==> src/sv/spwr_pkg.sv <==
// shared constants, register indexes and saturation helper for the speed pi block
`timescale 1ns / 1ps

package spwr_pkg;

   localparam int SPEED_W = 16;
   localparam int PHASE_W = 4;
   localparam int DRIVE_W = 32;
   localparam int CSR_IDX_W = 2;
   localparam int CSR_DATA_W = 16;

   // interpolation period in ticks
   localparam int RAMP_PERIOD = 16;

   localparam logic REQ_UPDATE = 1'b0;
   localparam logic REQ_QUERY = 1'b1;

   localparam logic [CSR_IDX_W-1:0] REG_TARGET_SPEED = 2'd0;
   localparam logic [CSR_IDX_W-1:0] REG_MOVEMENT_BIAS = 2'd1;
   localparam logic [CSR_IDX_W-1:0] REG_PROP_GAIN = 2'd2;
   localparam logic [CSR_IDX_W-1:0] REG_INTEG_GAIN = 2'd3;

   localparam logic signed [CSR_DATA_W-1:0] PROP_GAIN_RESET = 16'sd15;
   localparam logic signed [CSR_DATA_W-1:0] INTEG_GAIN_RESET = 16'sd1;

   // clamp a wide signed value into the 32-bit signed range
   function automatic logic signed [DRIVE_W-1:0] sat32(input logic signed [63:0] v);
      logic signed [63:0] hi;
      logic signed [63:0] lo;
      hi = 64'sh0000_0000_7FFF_FFFF;
      lo = -64'sh0000_0000_8000_0000;
      if (v > hi) begin
         sat32 = 32'sh7FFF_FFFF;
      end else if (v < lo) begin
         sat32 = 32'sh8000_0000;
      end else begin
         sat32 = v[DRIVE_W-1:0];
      end
   endfunction

endpackage

==> src/sv/speed_pi_with_output_ramp.sv <==
// speed-loop pi controller with a ramped (interpolated) drive output
//
//  channel | ports                                        | direction
//  --------+----------------------------------------------+----------
//  req     | req_valid req_stall req_type                 | in
//          | req_measured_speed req_phase                 |
//  rsp     | rsp_valid rsp_stall rsp_drive_value          | out
//  csr     | csr_wr_en csr_index csr_wr_data              | in
//
// one word is taken per cycle while the input register has room; a query word reaches
// the output register via the integral stage, then the output stage (gain multipliers).
// an update word gives no result and leaves the pipe after its second stage.
// synchronous reset clears valids, controller state, target and bias; gains go to 15 and 1.
// bubbles close up; while a result waits, words are still taken until a query is
// held in the second stage behind it and the input register is full.
`timescale 1ns / 1ps

module speed_pi_with_output_ramp
   import spwr_pkg::*;
(
   input  logic                         clock,
   input  logic                         reset,
   input  logic                         req_valid,
   output logic                         req_stall,
   input  logic                         req_type,
   input  logic signed [SPEED_W-1:0]    req_measured_speed,
   input  logic [PHASE_W-1:0]           req_phase,
   output logic                         rsp_valid,
   input  logic                         rsp_stall,
   output logic signed [DRIVE_W-1:0]    rsp_drive_value,
   input  logic                         csr_wr_en,
   input  logic [CSR_IDX_W-1:0]         csr_index,
   input  logic [CSR_DATA_W-1:0]        csr_wr_data
);

   localparam logic signed [38:0] RAMP_DIV = 39'(RAMP_PERIOD);

   // configuration
   logic signed [CSR_DATA_W-1:0] target_speed_ff;
   logic signed [CSR_DATA_W-1:0] movement_bias_ff;
   logic signed [CSR_DATA_W-1:0] prop_gain_ff;
   logic signed [CSR_DATA_W-1:0] integ_gain_ff;

   // controller state
   logic signed [DRIVE_W-1:0] integral_sum_ff, integral_sum_in;
   logic signed [DRIVE_W-1:0] previous_output_ff, previous_output_in;
   logic signed [DRIVE_W-1:0] latest_output_ff, latest_output_in;

   // input register
   logic                      p1_valid_ff, p1_valid_in;
   logic                      p1_type_ff;
   logic signed [SPEED_W-1:0] p1_meas_ff;
   logic [PHASE_W-1:0]        p1_phase_ff;

   // second stage
   logic                      p2_valid_ff, p2_valid_in;
   logic                      p2_type_ff;
   logic signed [SPEED_W:0]   p2_err_ff;
   logic [PHASE_W-1:0]        p2_phase_ff;

   // output register
   logic                      rsp_valid_ff, rsp_valid_in;
   logic signed [DRIVE_W-1:0] rsp_drive_ff, rsp_drive_in;

   logic out_free, p2_go, p2_free, p1_go, p1_free, req_take;

   logic signed [SPEED_W:0]   err;
   logic signed [DRIVE_W-1:0] integ_a, integ_b;

   logic signed [32:0]        prop_term;
   logic signed [47:0]        integ_term;
   logic signed [48:0]        pi_sum;
   logic signed [DRIVE_W-1:0] new_latest;

   logic signed [32:0]        diff;
   logic signed [5:0]         ph_plus;
   logic signed [38:0]        ramp_prod;
   logic signed [38:0]        ramp_step;
   logic signed [39:0]        ramp_val;

   // handshake: bubbles collapse, an update needs no room at the output
   always_comb begin
      out_free = !rsp_valid_ff || !rsp_stall;
      p2_go = p2_valid_ff && ((p2_type_ff == REQ_UPDATE) || out_free);
      p2_free = !p2_valid_ff || p2_go;
      p1_go = p1_valid_ff && p2_free;
      p1_free = !p1_valid_ff || p1_go;
      req_take = req_valid && p1_free;
   end

   assign req_stall = !p1_free;

   // integral stage
   always_comb begin
      err = 17'(target_speed_ff) - 17'(p1_meas_ff);
      integ_a = sat32(64'(integral_sum_ff) + 64'(err));
      integ_b = sat32(64'(integ_a) - 64'(movement_bias_ff));
   end

   // output stage: integral_sum_ff already holds this word's integral while it sits in p2
   always_comb begin
      prop_term = 33'(prop_gain_ff) * 33'(p2_err_ff);
      integ_term = 48'(integ_gain_ff) * 48'(integral_sum_ff);
      pi_sum = 49'(prop_term) + 49'(integ_term);
      new_latest = sat32(64'(pi_sum));

      diff = 33'(latest_output_ff) - 33'(previous_output_ff);
      ph_plus = $signed({2'b00, p2_phase_ff}) + 6'sd1;
      ramp_prod = 39'(diff) * 39'(ph_plus);
      // signed divide truncates toward zero
      ramp_step = ramp_prod / RAMP_DIV;
      ramp_val = 40'(previous_output_ff) + 40'(ramp_step);
   end

   always_comb begin
      p1_valid_in = req_take || (p1_valid_ff && !p1_go);
      p2_valid_in = p1_go || (p2_valid_ff && !p2_go);

      integral_sum_in = integral_sum_ff;
      if (p1_go && (p1_type_ff == REQ_UPDATE)) begin
         integral_sum_in = integ_b;
      end

      previous_output_in = previous_output_ff;
      latest_output_in = latest_output_ff;
      if (p2_go && (p2_type_ff == REQ_UPDATE)) begin
         previous_output_in = latest_output_ff;
         latest_output_in = new_latest;
      end

      rsp_valid_in = rsp_valid_ff && rsp_stall;
      rsp_drive_in = rsp_drive_ff;
      if (p2_go && (p2_type_ff == REQ_QUERY)) begin
         rsp_valid_in = 1'b1;
         rsp_drive_in = sat32(64'(ramp_val));
      end
   end

   always_ff @(posedge clock) begin
      if (reset) begin
         target_speed_ff <= '0;
         movement_bias_ff <= '0;
         prop_gain_ff <= PROP_GAIN_RESET;
         integ_gain_ff <= INTEG_GAIN_RESET;
      end else if (csr_wr_en) begin
         case (csr_index)
            REG_TARGET_SPEED: begin
               target_speed_ff <= $signed(csr_wr_data);
            end
            REG_MOVEMENT_BIAS: begin
               movement_bias_ff <= $signed(csr_wr_data);
            end
            REG_PROP_GAIN: begin
               prop_gain_ff <= $signed(csr_wr_data);
            end
            REG_INTEG_GAIN: begin
               integ_gain_ff <= $signed(csr_wr_data);
            end
            default: begin
            end
         endcase
      end
   end

   always_ff @(posedge clock) begin
      if (reset) begin
         integral_sum_ff <= '0;
         previous_output_ff <= '0;
         latest_output_ff <= '0;
         p1_valid_ff <= 1'b0;
         p2_valid_ff <= 1'b0;
         rsp_valid_ff <= 1'b0;
      end else begin
         integral_sum_ff <= integral_sum_in;
         previous_output_ff <= previous_output_in;
         latest_output_ff <= latest_output_in;
         p1_valid_ff <= p1_valid_in;
         p2_valid_ff <= p2_valid_in;
         rsp_valid_ff <= rsp_valid_in;
      end
   end

   always_ff @(posedge clock) begin
      if (req_take) begin
         p1_type_ff <= req_type;
         p1_meas_ff <= req_measured_speed;
         p1_phase_ff <= req_phase;
      end
      if (p1_go) begin
         p2_type_ff <= p1_type_ff;
         p2_err_ff <= err;
         p2_phase_ff <= p1_phase_ff;
      end
      rsp_drive_ff <= rsp_drive_in;
   end

   assign rsp_valid = rsp_valid_ff;
   assign rsp_drive_value = rsp_drive_ff;

endmodule

==> config.mk <==
export PLATFORM = sky130hd
export DESIGN_NAME = speed_pi_with_output_ramp
export DESIGN_NICKNAME = d
export VERILOG_FILES = /design/src/sv/spwr_pkg.sv /design/src/sv/speed_pi_with_output_ramp.sv
export SDC_FILE = /design/constraint.sdc
export NUM_CORES = 2
export LEC_CHECK = 0
export BUFFER_PORTS_ARGS = -buffer_cell sky130_fd_sc_hd__buf_2
export CORE_UTILIZATION = 35
export DETAILED_ROUTE_END_ITERATION = 8
export PLACE_DENSITY = 0.54
export SYNTH_ARGS = -nofsm -noshare
export SYNTH_HDL_FRONTEND = slang
export SYNTH_SLANG_ARGS = --single-unit
==> constraint.sdc <==
create_clock -name clock -period 14.62 [get_ports clock]
set_input_delay 2.924 -clock clock [delete_from_list [all_inputs] [get_ports clock]]
set_output_delay 2.924 -clock clock [all_outputs]
set_load 0.01 [all_outputs]
* Word level (Yosys, flattened, before mapping)
Index checks and enable logic that the tools add are counted.
W data, S select, Z words.
** Storage, ports and cells
- Bits in registers :: 238
- Logic and storage cells :: 78
- Input bits :: 44
- Output and inout bits :: 34
** Operators by class
- $mul :: 3
- Muxes and demuxes :: 8
- Add/sub/neg operators :: 8
- Reduce and logical (&&, ||, !) cells :: 28
- Bitwise logic cells :: 3
- Order comparisons :: 8
- Eq/ne operators :: 3
** Operators with widths (number)
- $mux W32 :: 7
- $gt A33 B32 Y1 const B :: 2
- $lt A33 B32 Y1 const B :: 2
- $add A33 B48 Y49 :: 1
- $gt A49 B32 Y1 const B :: 1
- $lt A49 B32 Y1 const B :: 1
- $mul A16 B32 Y48 :: 1
- $add A32 B39 Y40 :: 1
- $gt A40 B32 Y1 const B :: 1
- $lt A40 B32 Y1 const B :: 1
- $add A39 B1 Y39 :: 1
- $mul A33 B6 Y39 :: 1
- $add A32 B17 Y33 :: 1
- $mul A16 B17 Y33 :: 1
- $sub A32 B16 Y33 :: 1
- $sub A32 B32 Y33 :: 1
- $sub A16 B16 Y17 :: 1
- $logic_and A1 B1 Y1 :: 9
- $reduce_and A2 Y1 :: 4
- $logic_not A1 Y1 :: 7
- $logic_or A1 B1 Y1 :: 6
- $add A4 B1 Y5 const B :: 1
- $eq A2 B2 Y1 const B :: 2
- $reduce_or A4 Y1 :: 1
- other kinds (5) :: 6

* Longest topological paths before layout
- Depth in word-level cells :: 9
- Depth in mapped cells :: 56
- Gate-level depth less buffers :: 52

* Worst setup path before layout
Ideal clock, no wire load.
- Kind :: reg2reg
- Start point :: register latest_output_ff[0]
- End point :: register rsp_drive_ff[21] (netlist: rsp_drive_value[21]) (data pin)
- Stages on the path, launching flop included :: 53
- Period minus slack after synthesis :: 11.849 ns
- Setup slack :: 2.771 ns
- Required time :: 14.350 ns
- Buffers on the path :: 2
- Arrival time :: 11.578 ns
- Library setup time :: 0.270 ns
- Path through :: dfxtp_1 > inv_1 > ha_1 > fa_1 > nor2b_1 > o21ai_0 > a21boi_0 > o221ai_1 > a2111oi_0 > nor3_1 > o31ai_1 > or2_2 > xnor2_1 > or2_2 > fa_1 > inv_1 > fa_1 > inv_1 > [17 not listed] > nand2_1 > or4_1 > buf_2 > nor3_1 > xnor2_1 > ha_1 > a21o_1 > a21o_1 > a21oi_1 > nand3_1 > a31oi_1 > o41ai_1 > a41o_1 > xnor2_1 > or3b_1 > o41ai_1 > clkbuf_1 > o21ai_0
** Between the ends
- Longest elaborated chain between the ends :: 8
- Elaborated cells on any way between the ends :: 9
- Classes of those cells :: add/sub: 3; mul: 1; order compare: 2; mux: 1; bitwise: 1; reduce/logical: 1
** Ends and longest elaborated chain
- start: declaration :: RTL line speed_pi_with_output_ramp.sv:47 : logic signed [DRIVE_W-1:0] latest_output_ff, latest_output_in;
- start signal: assignment :: RTL line speed_pi_with_output_ramp.sv:176 : latest_output_ff <= latest_output_in;
- $sub A32 B32 Y33 (*) :: RTL line speed_pi_with_output_ramp.sv:107 : diff = 33'(latest_output_ff) - 33'(previous_output_ff);
- $mul A33 B6 Y39 (*) :: RTL line speed_pi_with_output_ramp.sv:109 : ramp_prod = 39'(diff) * 39'(ph_plus);
- $reduce_or A4 Y1 (no source line)
- $and A1 B1 Y1 (no source line)
- $add A39 B1 Y39 (no source line) (*)
- $add A32 B39 Y40 (*) :: RTL line speed_pi_with_output_ramp.sv:112 : ramp_val = 40'(previous_output_ff) + 40'(ramp_step);
- $lt A40 B32 Y1 :: RTL line spwr_pkg.sv:34 : end else if (v < lo) begin
- $mux W32 :: RTL line spwr_pkg.sv:34
- end signal: assignment :: RTL line speed_pi_with_output_ramp.sv:194 : rsp_drive_ff <= rsp_drive_in;
- end: declaration :: RTL line speed_pi_with_output_ramp.sv:63 : logic signed [DRIVE_W-1:0] rsp_drive_ff, rsp_drive_in;
Mark *: on every way between the ends. The rest lies on a longest branch, timed or not.
A chain may end at the register's enable or synchronous reset.

* Worst setup path after layout
- Start point :: register latest_output_ff[0]
- End point :: register rsp_drive_ff[13] (netlist: rsp_drive_value[13]) (data pin)
The elaborated chain is that of the path after synthesis.

==> run metrics <==
status=finished clean; Area contributors post-synth=fa_1, ha_1, inv_1; grt total ovfl=0; Syn. warnings=0; Antenna Nets Post-Route=0; Synth top area share=0.374; initial antenna violation count=1; first-pass GRT wire length=239,000 um; die height=389 um; Reg2Reg Depth=53; Synth Cell Area=52,400 um2; crit path to=rsp_drive_value[13]$_SDFFCE_PN1P_; die span in x=389 um; port buffer count=77; total length of routed wires=150,000 um; RR Startpoint=latest_output_ff[0]$_SDFFE_PP0P_; syn avg cell area=8.66 um2; filler instances=15,300; reg-to-reg endpoint=rsp_drive_value[13]$_SDFFCE_PN1P_; Vias=40,400; worst skew pair latency=640 ps; post-route setup slack=1020 ps; pin count of the biggest net entering global routing=78; Ports=78; CTS H-tree depth=1; Worst Clk Skew=75.3 ps; layout cells sized above 1=0.0420; asr flop ratio synth=0; most common cell after layout, fill and taps aside=inv_1; number of synthesized flops with an enable pin=75; CP startpoint=latest_output_ff[0]$_SDFFE_PP0P_; CTS tree=yes; gpl congestion=0.878; cts hold-fix bufs=0; Top FF cell, synth=dfxtp_1; Levels on crit path=53; Die Area=151,000 um2; Layout area overhead=6.54%; Min-Delay Path Depth=0; max_cap viols=0; max frequency=73.6 MHz; DRT iter0 DRCs=2,181; vias in the first global route=42,200; crit-path max FO=17; Synth Net Count=7,490; cell class contributing the biggest share of worst-path delay=compound AO/OA/AOI/OAI gates; Net count, final=7,410; Worst Setup Start Kind=register; GR Layer Usage met2=0.342; Final Slew Violations=0; DRC errors left=0; most used cell along the critical path=ha_1; drt first pass iters=5; CP bufs+invs=6; Final Cycle Share=0.930; CP max stage cell=or4_1; Vias/cell=5.09; worst-margin pin slew=1200 ps; post-synth cell types=95; FP Rows=141; final setup violation count=0; CP arrival=13,900 ps; #FFs+latches synth=238; Rel. slew slack=0.200; GRT Overall Usage=0.199; Crit Path Class=register to register; largest area contributor in the netlist=fa_1; unrepaired setup endpoints after global routing=no; CTS Sinks=238; CTS Buffer Depth=3; sequential area share after synthesis=0.105; CTS Buf Count=30; Core Area=148,000 um2; Fin Setup TNS=0 ps; Root Driver=clkbuf_16; busiest grt layer=met2; final-report hold violation count=0; met1 Track Usage GR=0.276; Routed wire per std cell=18.9 um; Clock transition at path regs=60 ps; flop-to-flop setup slack=1020 ps; M3 GR Usage=0.0150; post-layout min period=13,600 ps; Starting Density=0.354; WP data required=14,920 ps; CP Capture Type=register; Final HPWL DP=125,000 um; Slowest Stage Delay on Critical Path=600 ps; hold crit path type=register to register; commonest cells after routing, fill and taps aside=inv_1, fa_1, nand2_1; Cells after Synth=6,055; Placement Setup Slack=618 ps
-- synth_stat cells, types with 11 or more instances --
master       n
inv_1     1123
fa_1       980
nand2_1    850
ha_1       411
nor2_1     316
a21oi_1    315
clkbuf_1   250
and2_1     236
o21ai_0    196
dfxtp_1    163
xnor2_1    138
xor2_1      92
a21o_1      90
nand2b_1    81
edfxtp_1    75
nand3_1     67
nor3_1      51
o21a_1      46
or3_1       43
a211oi_1    38
nor2b_1     35
and3_1      32
nand4_1     31
maj3_1      30
o21bai_1    30
o32ai_1     27
or2_2       25
o31ai_1     23
a31oi_1     19
nor4_1      16
o211ai_1    14
o21ai_1     12
o31a_1      11
-- per-stage QoR --
stage                     cell area, um2  std cells  hold WS (ps)   util
final                              55800       7930           432  0.377
after global routing               55800       7929           442  0.377
after CTS                          55800       7929           431  0.377
after detailed placement           54800       7873           410  0.370
after global placement             54800       7873           410  0.370
after floorplan                    52400       6055           400      -
-- registers in the layout, summed over array words and instances, names as in the netlist --
name and flops:
prop_gain_ff 16, p2_err_ff 17, p2_phase_ff 4, target_speed_ff 16, integral_sum_ff 32, movement_bias_ff 16
p1_meas_ff 16, previous_output_ff 32, rsp_drive_value 32, p1_phase_ff 4, p1_type_ff 1, rsp_valid 1
latest_output_ff 32, p2_valid_ff 1, p2_type_ff 1, integ_gain_ff 16, p1_valid_ff 1
-- how the worst min path moves through the flow --
stage | from | to | slack (ps)
after floorplan | p1_phase_ff[0]$_DFFE_PP_ | p2_phase_ff[0]$_DFFE_PP_ | 400
after global placement | p1_phase_ff[3]$_DFFE_PP_ | p2_phase_ff[3]$_DFFE_PP_ | 410
after detailed placement | p1_phase_ff[3]$_DFFE_PP_ | p2_phase_ff[3]$_DFFE_PP_ | 410
after CTS | p1_phase_ff[0]$_DFFE_PP_ | p2_phase_ff[0]$_DFFE_PP_ | 430
after global routing | p1_phase_ff[3]$_DFFE_PP_ | p2_phase_ff[3]$_DFFE_PP_ | 440
final | p1_phase_ff[3]$_DFFE_PP_ | p2_phase_ff[3]$_DFFE_PP_ | 430
-- area by class of cell --
class                           instances  area, um2  share of cell area
Antenna cell                            1       2.50           0.0000448
Clock buffer                           39        805              0.0144
Clock inverter                         17        193             0.00345
Inverter                             1124       4220              0.0756
Multi-Input combinational cell       4439      41800               0.749
Sequential cell                       238       5520              0.0988
Tap cell                             1930       2410              0.0432
Timing Repair Buffer                  142        876              0.0157
-- metal layers --
layer / routed length, um / vias up
met5: 0 / -
met4: 2910 / 0
met3: 5670 / 121
met2: 71800 / 789
met1: 69800 / 20500
li1: - / 19000
-- logic make-up after synthesis --
kind of cell    synth area share
fa+ha+maj                  0.478
flops                      0.105
mux                      0.00122
simple gates               0.164
xor+xnor                  0.0384
compound gates             0.114
buf+inv                   0.0989
-- what timing repair did --
action / 4_1_cts / 5_1_grt
setup endpoints to repair: 0 / 31
gates resized for setup: 0 / 2
setup buffers: 0 / 0
Power is left out: the tool's default activity adds up to more than one toggle a clock period on the data nets, which glitch-free logic cannot reach.
